**config.mk**
```make
export PLATFORM = sky130hd
export DESIGN_NAME = credit_round_robin_scheduler
export DESIGN_NICKNAME = d
export VERILOG_FILES = /design/src/sv/crrs_pkg.sv /design/src/sv/crrs_credit_regs.sv /design/src/sv/crrs_pick.sv /design/src/sv/credit_round_robin_scheduler.sv
export SDC_FILE = /design/constraint.sdc
export NUM_CORES = 1
export LEC_CHECK = 0
export ABC_AREA = 1
export BUFFER_PORTS_ARGS = -buffer_cell sky130_fd_sc_hd__buf_2
export CORE_ASPECT_RATIO = 0.6
export CORE_MARGIN = 3
export CORE_UTILIZATION = 61
export CTS_BUF_LIST = sky130_fd_sc_hd__clkbuf_2 sky130_fd_sc_hd__clkbuf_4 sky130_fd_sc_hd__clkbuf_8
export DETAILED_ROUTE_END_ITERATION = 6
export PLACE_DENSITY = 0.82
export SETUP_SLACK_MARGIN = 0.02
export SLEW_MARGIN = 20
export SYNTH_ARGS = -nofsm -noshare
export SYNTH_HDL_FRONTEND = slang
export SYNTH_SLANG_ARGS = --single-unit
```
**constraint.sdc**
```tcl
create_clock -name clk -period 2.4 [get_ports clk]
set_input_delay 0.36 -clock clk [delete_from_list [all_inputs] [get_ports clk]]
set_output_delay 0.36 -clock clk [all_outputs]
set_load 0.02 [all_outputs]
```
**src/sv/crrs_pkg.sv**
```systemverilog
// Shared types and constants for the credit round-robin scheduler.
`timescale 1ns / 1ps
`default_nettype none

package crrs_pkg;

    localparam int unsigned MASK_W          = 8;
    localparam int unsigned TASK_IDX_W      = 3;
    localparam int unsigned CREDIT_W        = 4;
    localparam int unsigned CFG_IDX_W       = 4;
    localparam int unsigned NUM_CREDIT_REGS = 8;

    typedef logic [CREDIT_W-1:0]   credit_t;
    typedef logic [TASK_IDX_W-1:0] task_idx_t;

    // Scheduler state carried from one tick to the next.
    typedef struct packed {
        logic      active;
        task_idx_t current_index;
        credit_t   remaining_slots;
    } sched_state_t;

    // One grant result.
    typedef struct packed {
        logic      grant_valid;
        task_idx_t grant_index;
    } grant_t;

endpackage

`default_nettype wire

```
**src/sv/crrs_credit_regs.sv**
```systemverilog
// Per-task credit register file, written through the config port.
`timescale 1ns / 1ps
`default_nettype none

module crrs_credit_regs #(
    parameter int NUM_TASKS = 8
) (
    input  wire logic                           clk,
    input  wire logic                           rst_n,
    input  wire logic                           wr_en,
    input  wire logic [crrs_pkg::CFG_IDX_W-1:0] wr_index,
    input  wire crrs_pkg::credit_t              wr_data,
    output crrs_pkg::credit_t                   credits [NUM_TASKS]
);

    crrs_pkg::credit_t credits_reg [NUM_TASKS];

    // Indexes past the task count (or past the register list) are dropped.
    always_ff @(posedge clk or negedge rst_n)
    begin
        if (!rst_n)
        begin
            for (int i = 0; i < NUM_TASKS; i++)
            begin
                credits_reg[i] <= '0;
            end
        end
        else if (wr_en)
        begin
            for (int i = 0; i < NUM_TASKS; i++)
            begin
                if (wr_index == crrs_pkg::CFG_IDX_W'(i))
                begin
                    credits_reg[i] <= wr_data;
                end
            end
        end
    end

    assign credits = credits_reg;

endmodule

`default_nettype wire

```
**src/sv/crrs_pick.sv**
```systemverilog
// Combinational grant decision and next-state logic for one tick.
`timescale 1ns / 1ps
`default_nettype none

module crrs_pick #(
    parameter int NUM_TASKS = 8
) (
    input  wire logic [crrs_pkg::MASK_W-1:0] ready_mask,
    input  wire crrs_pkg::credit_t           credits [NUM_TASKS],
    input  wire crrs_pkg::sched_state_t      state,
    output crrs_pkg::sched_state_t           state_next,
    output crrs_pkg::grant_t                 grant
);

    logic [crrs_pkg::TASK_IDX_W:0] start;
    logic                          found;
    crrs_pkg::task_idx_t           found_idx;
    crrs_pkg::credit_t             found_credit;
    crrs_pkg::credit_t             dec_slots;

    assign dec_slots = state.remaining_slots - crrs_pkg::CREDIT_W'(1);

    // Scan origin: zero when idle, one past the current task otherwise.
    assign start = state.active
        ? ({1'b0, state.current_index} + (crrs_pkg::TASK_IDX_W + 1)'(1))
        : '0;

    // Priority encoder over ready tasks with nonzero credit at or above start.
    always_comb
    begin
        found        = 1'b0;
        found_idx    = '0;
        found_credit = '0;
        for (int i = 0; i < NUM_TASKS; i++)
        begin
            if (!found && ready_mask[i] && (credits[i] != '0)
                && ((crrs_pkg::TASK_IDX_W + 1)'(i) >= start))
            begin
                found        = 1'b1;
                found_idx    = crrs_pkg::TASK_IDX_W'(i);
                found_credit = credits[i];
            end
        end
    end

    always_comb
    begin
        state_next = '0;
        grant      = '0;
        if (state.active && (dec_slots != '0))
        begin
            // Turn continues regardless of the ready bit.
            state_next.active          = 1'b1;
            state_next.current_index   = state.current_index;
            state_next.remaining_slots = dec_slots;
            grant.grant_valid          = 1'b1;
            grant.grant_index          = state.current_index;
        end
        else if (found)
        begin
            state_next.active          = 1'b1;
            state_next.current_index   = found_idx;
            state_next.remaining_slots = found_credit;
            grant.grant_valid          = 1'b1;
            grant.grant_index          = found_idx;
        end
    end

endmodule

`default_nettype wire

```
**src/sv/credit_round_robin_scheduler.sv**
```systemverilog
// Top level of the credit-based weighted round-robin scheduler.
// Path: the edge that accepts a tick loads the tick register, and its grant lands in
// the output register (tick register, then grant register); held back under stall.
// Throughput: one tick per cycle unless the output stalls; the grant
// decision is a single priority encoder pass from tick to grant register.
// Reset: rst_n (async, active low) clears all credits to 0, the scheduler
// state to idle, and empties both pipeline registers.
`timescale 1ns / 1ps
`default_nettype none

module credit_round_robin_scheduler #(
    parameter int NUM_TASKS = 8
) (
    input  wire logic                           clk,
    input  wire logic                           rst_n,
    // Tick input channel
    input  wire logic                           in_valid,
    output logic                                in_ready,
    input  wire logic [crrs_pkg::MASK_W-1:0]    ready_mask,
    // Grant output channel
    output logic                                out_valid,
    input  wire logic                           out_ready,
    output logic                                grant_valid,
    output logic [crrs_pkg::TASK_IDX_W-1:0]     grant_index,
    // Credit configuration channel
    input  wire logic                           cfg_valid,
    output logic                                cfg_ready,
    input  wire logic [crrs_pkg::CFG_IDX_W-1:0] cfg_index,
    input  wire logic [crrs_pkg::CREDIT_W-1:0]  cfg_data
);

    // ------------------------------------------------------------------
    // Credit registers. Config is always taken; write only while
    // no tick is in flight (the block does not enforce it), so no decision hazard.
    // A write during a turn leaves the loaded slot counter alone.
    // ------------------------------------------------------------------
    crrs_pkg::credit_t credits [NUM_TASKS];

    assign cfg_ready = 1'b1;

    crrs_credit_regs #(
        .NUM_TASKS (NUM_TASKS)
    ) u_credit_regs (
        .clk      (clk),
        .rst_n    (rst_n),
        .wr_en    (cfg_valid && cfg_ready),
        .wr_index (cfg_index),
        .wr_data  (cfg_data),
        .credits  (credits)
    );

    // ------------------------------------------------------------------
    // Pipeline: tick register -> decision -> grant register.
    // The stage advances when a tick is held and the grant register is
    // empty or being drained this cycle; scheduler state updates on the
    // same edge, so back-to-back ticks see each other's state.
    // ------------------------------------------------------------------
    logic                           in_valid_reg;
    logic [crrs_pkg::MASK_W-1:0]    mask_reg;
    logic                           out_valid_reg;
    crrs_pkg::grant_t               grant_reg;
    crrs_pkg::sched_state_t         state_reg;

    crrs_pkg::sched_state_t         state_next;
    crrs_pkg::grant_t               grant_next;
    logic                           advance;

    assign advance  = in_valid_reg && (!out_valid_reg || out_ready);
    assign in_ready = !in_valid_reg || advance;

    crrs_pick #(
        .NUM_TASKS (NUM_TASKS)
    ) u_pick (
        .ready_mask (mask_reg),
        .credits    (credits),
        .state      (state_reg),
        .state_next (state_next),
        .grant      (grant_next)
    );

    // Control state: valid flags and the scheduler state.
    always_ff @(posedge clk or negedge rst_n)
    begin
        if (!rst_n)
        begin
            in_valid_reg  <= 1'b0;
            out_valid_reg <= 1'b0;
            state_reg     <= '0;
        end
        else
        begin
            if (in_ready)
            begin
                in_valid_reg <= in_valid;
            end
            if (advance)
            begin
                out_valid_reg <= 1'b1;
                state_reg     <= state_next;
            end
            else if (out_ready)
            begin
                out_valid_reg <= 1'b0;
            end
        end
    end

    // Payload registers, no reset needed.
    always_ff @(posedge clk)
    begin
        if (in_valid && in_ready)
        begin
            mask_reg <= ready_mask;
        end
        if (advance)
        begin
            grant_reg <= grant_next;
        end
    end

    assign out_valid   = out_valid_reg;
    assign grant_valid = grant_reg.grant_valid;
    assign grant_index = grant_reg.grant_index;

endmodule

`default_nettype wire
```
---- Yosys cells after proc, flatten, opt, wreduce, memory -nomap -nowiden ----
Cells that the tools add are included.
word-level totals
  bits in registers ....................... 54
  output and inout bits ................... 7
  word-level logic and storage cells ...... 121
cells by class
  $add $sub $neg .......................... 2
  magnitude comparators ................... 8
  eq/ne operators ......................... 7
  muxes and demuxes ....................... 30
  bitwise gates (word level) .............. 1
  reductions and logical operators ........ 57
operators by type and width
  operator                                              count
  two-way mux 4 bit                                     10
  nonzero test 4 bit                                    9
  logical AND 1 bit                                     26
  AND reduction 2 bit                                   9
  equality test 4 x 3 -> 1 bit (second input constant)  4
  >= comparator 3 x 4 -> 1 bit (first input constant)   4
  two-way mux 8 bit                                     2
  two-way mux 3 bit                                     5
  two-way mux 1 bit                                     11
  logical NOT 1 bit                                     9
  equality test 4 x 2 -> 1 bit (second input constant)  2
  >= comparator 1 x 4 -> 1 bit (first input constant)   2
  >= comparator 2 x 4 -> 1 bit (first input constant)   2
  adder 3 x 1 -> 4 bit (second input constant)          1
  equality test 4 x 1 -> 1 bit (second input constant)  1
  logical NOT 4 bit                                     1
  two-way mux 2 bit                                     2
  subtractor 4 x 1 -> 4 bit (second input constant)     1
  logical OR 1 bit                                      2
  nonzero test 2 bit                                    1
  inverter 1 bit                                        1

---- Depth between registers and ports, before layout ----
  depth in word-level cells ............... 42
  gate-level depth with buffers ........... 15

---- By module ----
Synthesis repeated with hierarchy kept, for this count alone.
second synthesis, totals
  cells, all modules ...................... 423
  area, all modules ....................... 3200.6 um^2
modules (own cells, without submodules)
  module                        instances  cells an instance  area each (um^2)  seq. area each (um^2)
  crrs_credit_regs              1          170                1411.4            800.8
  crrs_pick                     1          195                1011.0            0.0
  credit_round_robin_scheduler  1          58                 778.2             610.6

---- Least setup slack after synthesis ----
OpenSTA, ideal clock, no wires.
  kind .................................... flip-flop to flip-flop
  start ................................... register state_reg[4] in the netlist's numbering
  end ..................................... register grant_reg (netlist bit grant_index[0]) (data pin)
  setup time .............................. 263 ps
  arrival ................................. 1788 ps
  path slack .............................. 349 ps
  cell stages (with the launch flop) ...... 14
  period minus slack after synthesis ...... 2051 ps
  cells stage by stage .................... dfrtp_1 ha_1 inv_1 nand2_1 nand2_1 nand3_1 nor2_1 nor2_1 nand4_1 nor2_1 nand3_2 o2111ai_1 nand2_1 o21ai_1
RTL lines
  element                 RTL line                             source
  start, declared         credit_round_robin_scheduler.sv:62   crrs_pkg::sched_state_t state_reg;
  start signal, assigned  credit_round_robin_scheduler.sv:99   state_reg <= state_next;
  end signal, assigned    credit_round_robin_scheduler.sv:117  grant_reg <= grant_next;
  end, declared           credit_round_robin_scheduler.sv:61   crrs_pkg::grant_t grant_reg;

==> results.json <==
{
  "status": "finished clean",
  "fin_skew_ps": 7.88,
  "clock_latency_ps": 310,
  "gp_congestion": 0.894,
  "first_iter_violations": 158,
  "root_buffer": "clkbuf_8",
  "core_area_mm2": 0.00430,
  "via_count": 2559,
  "ys_ff_latch": 54,
  "setup_ws_ps": 187,
  "io_pins": 28,
  "dieHeight_um": 59.0,
  "antenna_found_initial": 0,
  "clk_pin_slew_ps": 100,
  "synth_largest_type_area_fraction": 0.368,
  "drc": 0,
  "clkSinkCount": 54,
  "crit_path_end_kind": "flop",
  "timing.max_cap.violations": 0,
  "synth.most_common_cell": "nand2_1",
  "dp_slack_ps": 198,
  "critPathMaxFanout": 7,
  "hold_path.class": "in -> async",
  "syn-instance-count": 370,
  "swShare": 0.407,
  "cp_cell_sequence": "ha_4, inv_1, nand2_1, nand2_1, inv_1, nand2_1, nand3_2, nand4_1, nor2_2, nand3_2, nand3_1, nand2_1, o21ai_1",
  "synth_ff_type": "dfrtp_1",
  "fin_util": 0.755,
  "start_kind": "flop",
  "ir_drop_mv": 0.620,
  "area_growth_pct": 13.7,
  "dp.cells": 456,
  "cpMostUsedCell": "nand2_1",
  "cp.arrival_ps": 2380,
  "die_w_um": 94.4,
  "stdcell_area_mm2": 0.00325,
  "ant_nets": 0,
  "clock.fmax_mhz": 452,
  "async_reset_ff_frac": 0.778,
  "post_drt_wl_per_cell_um": 14.0,
  "yosysTopAreaCell": "dfrtp_1",
  "n_fill_cell": 319,
  "power.net_switching_uw": 1460,
  "place_hpwl_um": 4810,
  "viasPerCell": 5.52,
  "p_clk_frac": 0.207,
  "comb_power_share": 0.427,
  "port_buffers": 26,
  "largest_reg_flops": 32,
  "clock_path_buffers": 2,
  "fin_crit_sh": 0.922,
  "internal-power_uw": 2120,
  "slowest_stage": "dfrtp_1",
  "die_area_mm2": 0.00557,
  "grt_pass1_vias": 2278,
  "yosys_warnings": 0,
  "leakagePower_uw": 0.00162,
  "placed_cell_area_mm2": 0.00306,
  "setup_violations": 0,
  "wirelength_um": 6500,
  "cts_made_buffers": 5,
  "nNetsFinal": 427,
  "synth_commonest_cells": "nand2_1, nor2_1, inv_1",
  "hold_viol": 0,
  "tritoncts": "built",
  "grt_max_degree": 24,
  "avgSynthCellArea_um2": 7.73,
  "diodes": 0,
  "syn_area_mm2": 0.00286,
  "drive_gt1_frac": 0.151,
  "slowest_delay_ps": 460,
  "synth_nets": 394,
  "gr-total-overflow": 0,
  "fin_cells": 464,
  "power_density_mw_per_mm2": 1100,
  "pwr-share-seq": 0.366,
  "grt_first_pass_wirelength_um": 10600,
  "dr.pass1.iters": 6,
  "critical_path_required_ps": 2570,
  "fin_crit_ps": 2210,
  "fp-row-count": 18,
  "drv_slew": 0,
  "synth-edff-count": 12,
  "seq_area_frac_synth": 0.494,
  "synth.distinct_cells": 31,
  "path_class": "reg -> reg",
  "start_util": 0.665,
  "ctsHtreeMaxLevel": 2,
  "synth_area_leaders": "dfrtp_1, edfxtp_1, nand2_1",
  "grt_use_total": 0.251
}
worst max-delay path, delay by kind of cell (launching register included):
kind	cells	cell delay, ps
DFF	1	460
adders and majority gates	1	310
AOI/OAI and AO/OA	1	70
and+or+nand+nor	9	1080
buffers and inverters	2	150
cells by family after synthesis:
kind of cell / count (synthesis) / share of synthesized area
compound gates: 54 / 0.0972
xor+xnor: 2 / 0.00613
fa+ha+maj: 3 / 0.0131
buf+inv: 54 / 0.0748
flops: 54 / 0.494
other cells: 1 / 0.00131
simple gates: 202 / 0.314
cell usage in the layout (no fill, tap or decap), drive strengths merged:
cell type   n
clkinv      1
ha          3
a21oi       9
conb        1
inv        50
nor2       61
nand3      31
clkbuf      6
nor4        1
nor3        1
nor3b       1
nand2      98
o22ai       1
bufinv      2
xor2        2
buf        29
edfxtp     12
o21ai      42
o21a        1
o2111ai     1
dfrtp      42
nand4       9
metrics by stage:
| step | total power (uW) | TNS (ps) | hold slack [ps] |
|---|---|---|---|
| 2_1_floorplan | 2400 | 0 | 64.4 |
| 3_5_place_dp | 2750 | 0 | 346 |
| 5_1_grt | 3840 | -133 | 18.3 |
| 6_report | 3580 | 0 | 1.14 |
| 3_3_place_gp | 2710 | 0 | 347 |
| 4_1_cts | 3490 | 0 | 11.2 |
worst paths after layout:
check	startpoint	to	slack [ps]	depth (start not counted)
max	state_reg[4]	grant_index[2]	190	13
min	rst_n	u_credit_regs.credits[28]	1	1
max reg2reg	state_reg[4]	grant_index[2]	190	13
min reg2reg	u_credit_regs.credits[7]	u_credit_regs.credits[7]	500	2
max in group asynchronous	rst_n	u_credit_regs.credits[2]	1720	2
min in group clk	ready_mask[7]	mask_reg[7]	220	1
repair_timing:
item / CTS / global route
setup endpoints to repair: 0 / 11
buffers inserted: 0 / 0
hold buffers: 0 / 0
resized for setup: 0 / 9
layer usage:
metal  wire [um]  vias up  track usage
met5           0        -            0
met4          89        0       0.0432
met3         404       14       0.0571
met2        2660       90        0.358
met1        3350     1200        0.397
li1            -     1255            -
power groups by stage:
stage                     Sequential (uW)  Combinational (uW)  Clock (uW)
after floorplan                      1310                1090           0
after global placement               1320                1390           0
after detailed placement             1320                1430           0
after CTS                            1300                1440         749
after global routing                 1340                1720         786
final                                1310                1530         742
area by class of cell:
type	instances	area, um^2	share of cell area
tap	60	75.1	0.0231
clock inverter	2	60.1	0.0185
clock buffer	6	82.6	0.0254
inverter	51	191	0.0589
timing repair buffer	29	153	0.0470
sequential	54	1410	0.434
multi-input combinational	262	1280	0.393
Note: power is estimated with default switching activity, not from simulation.
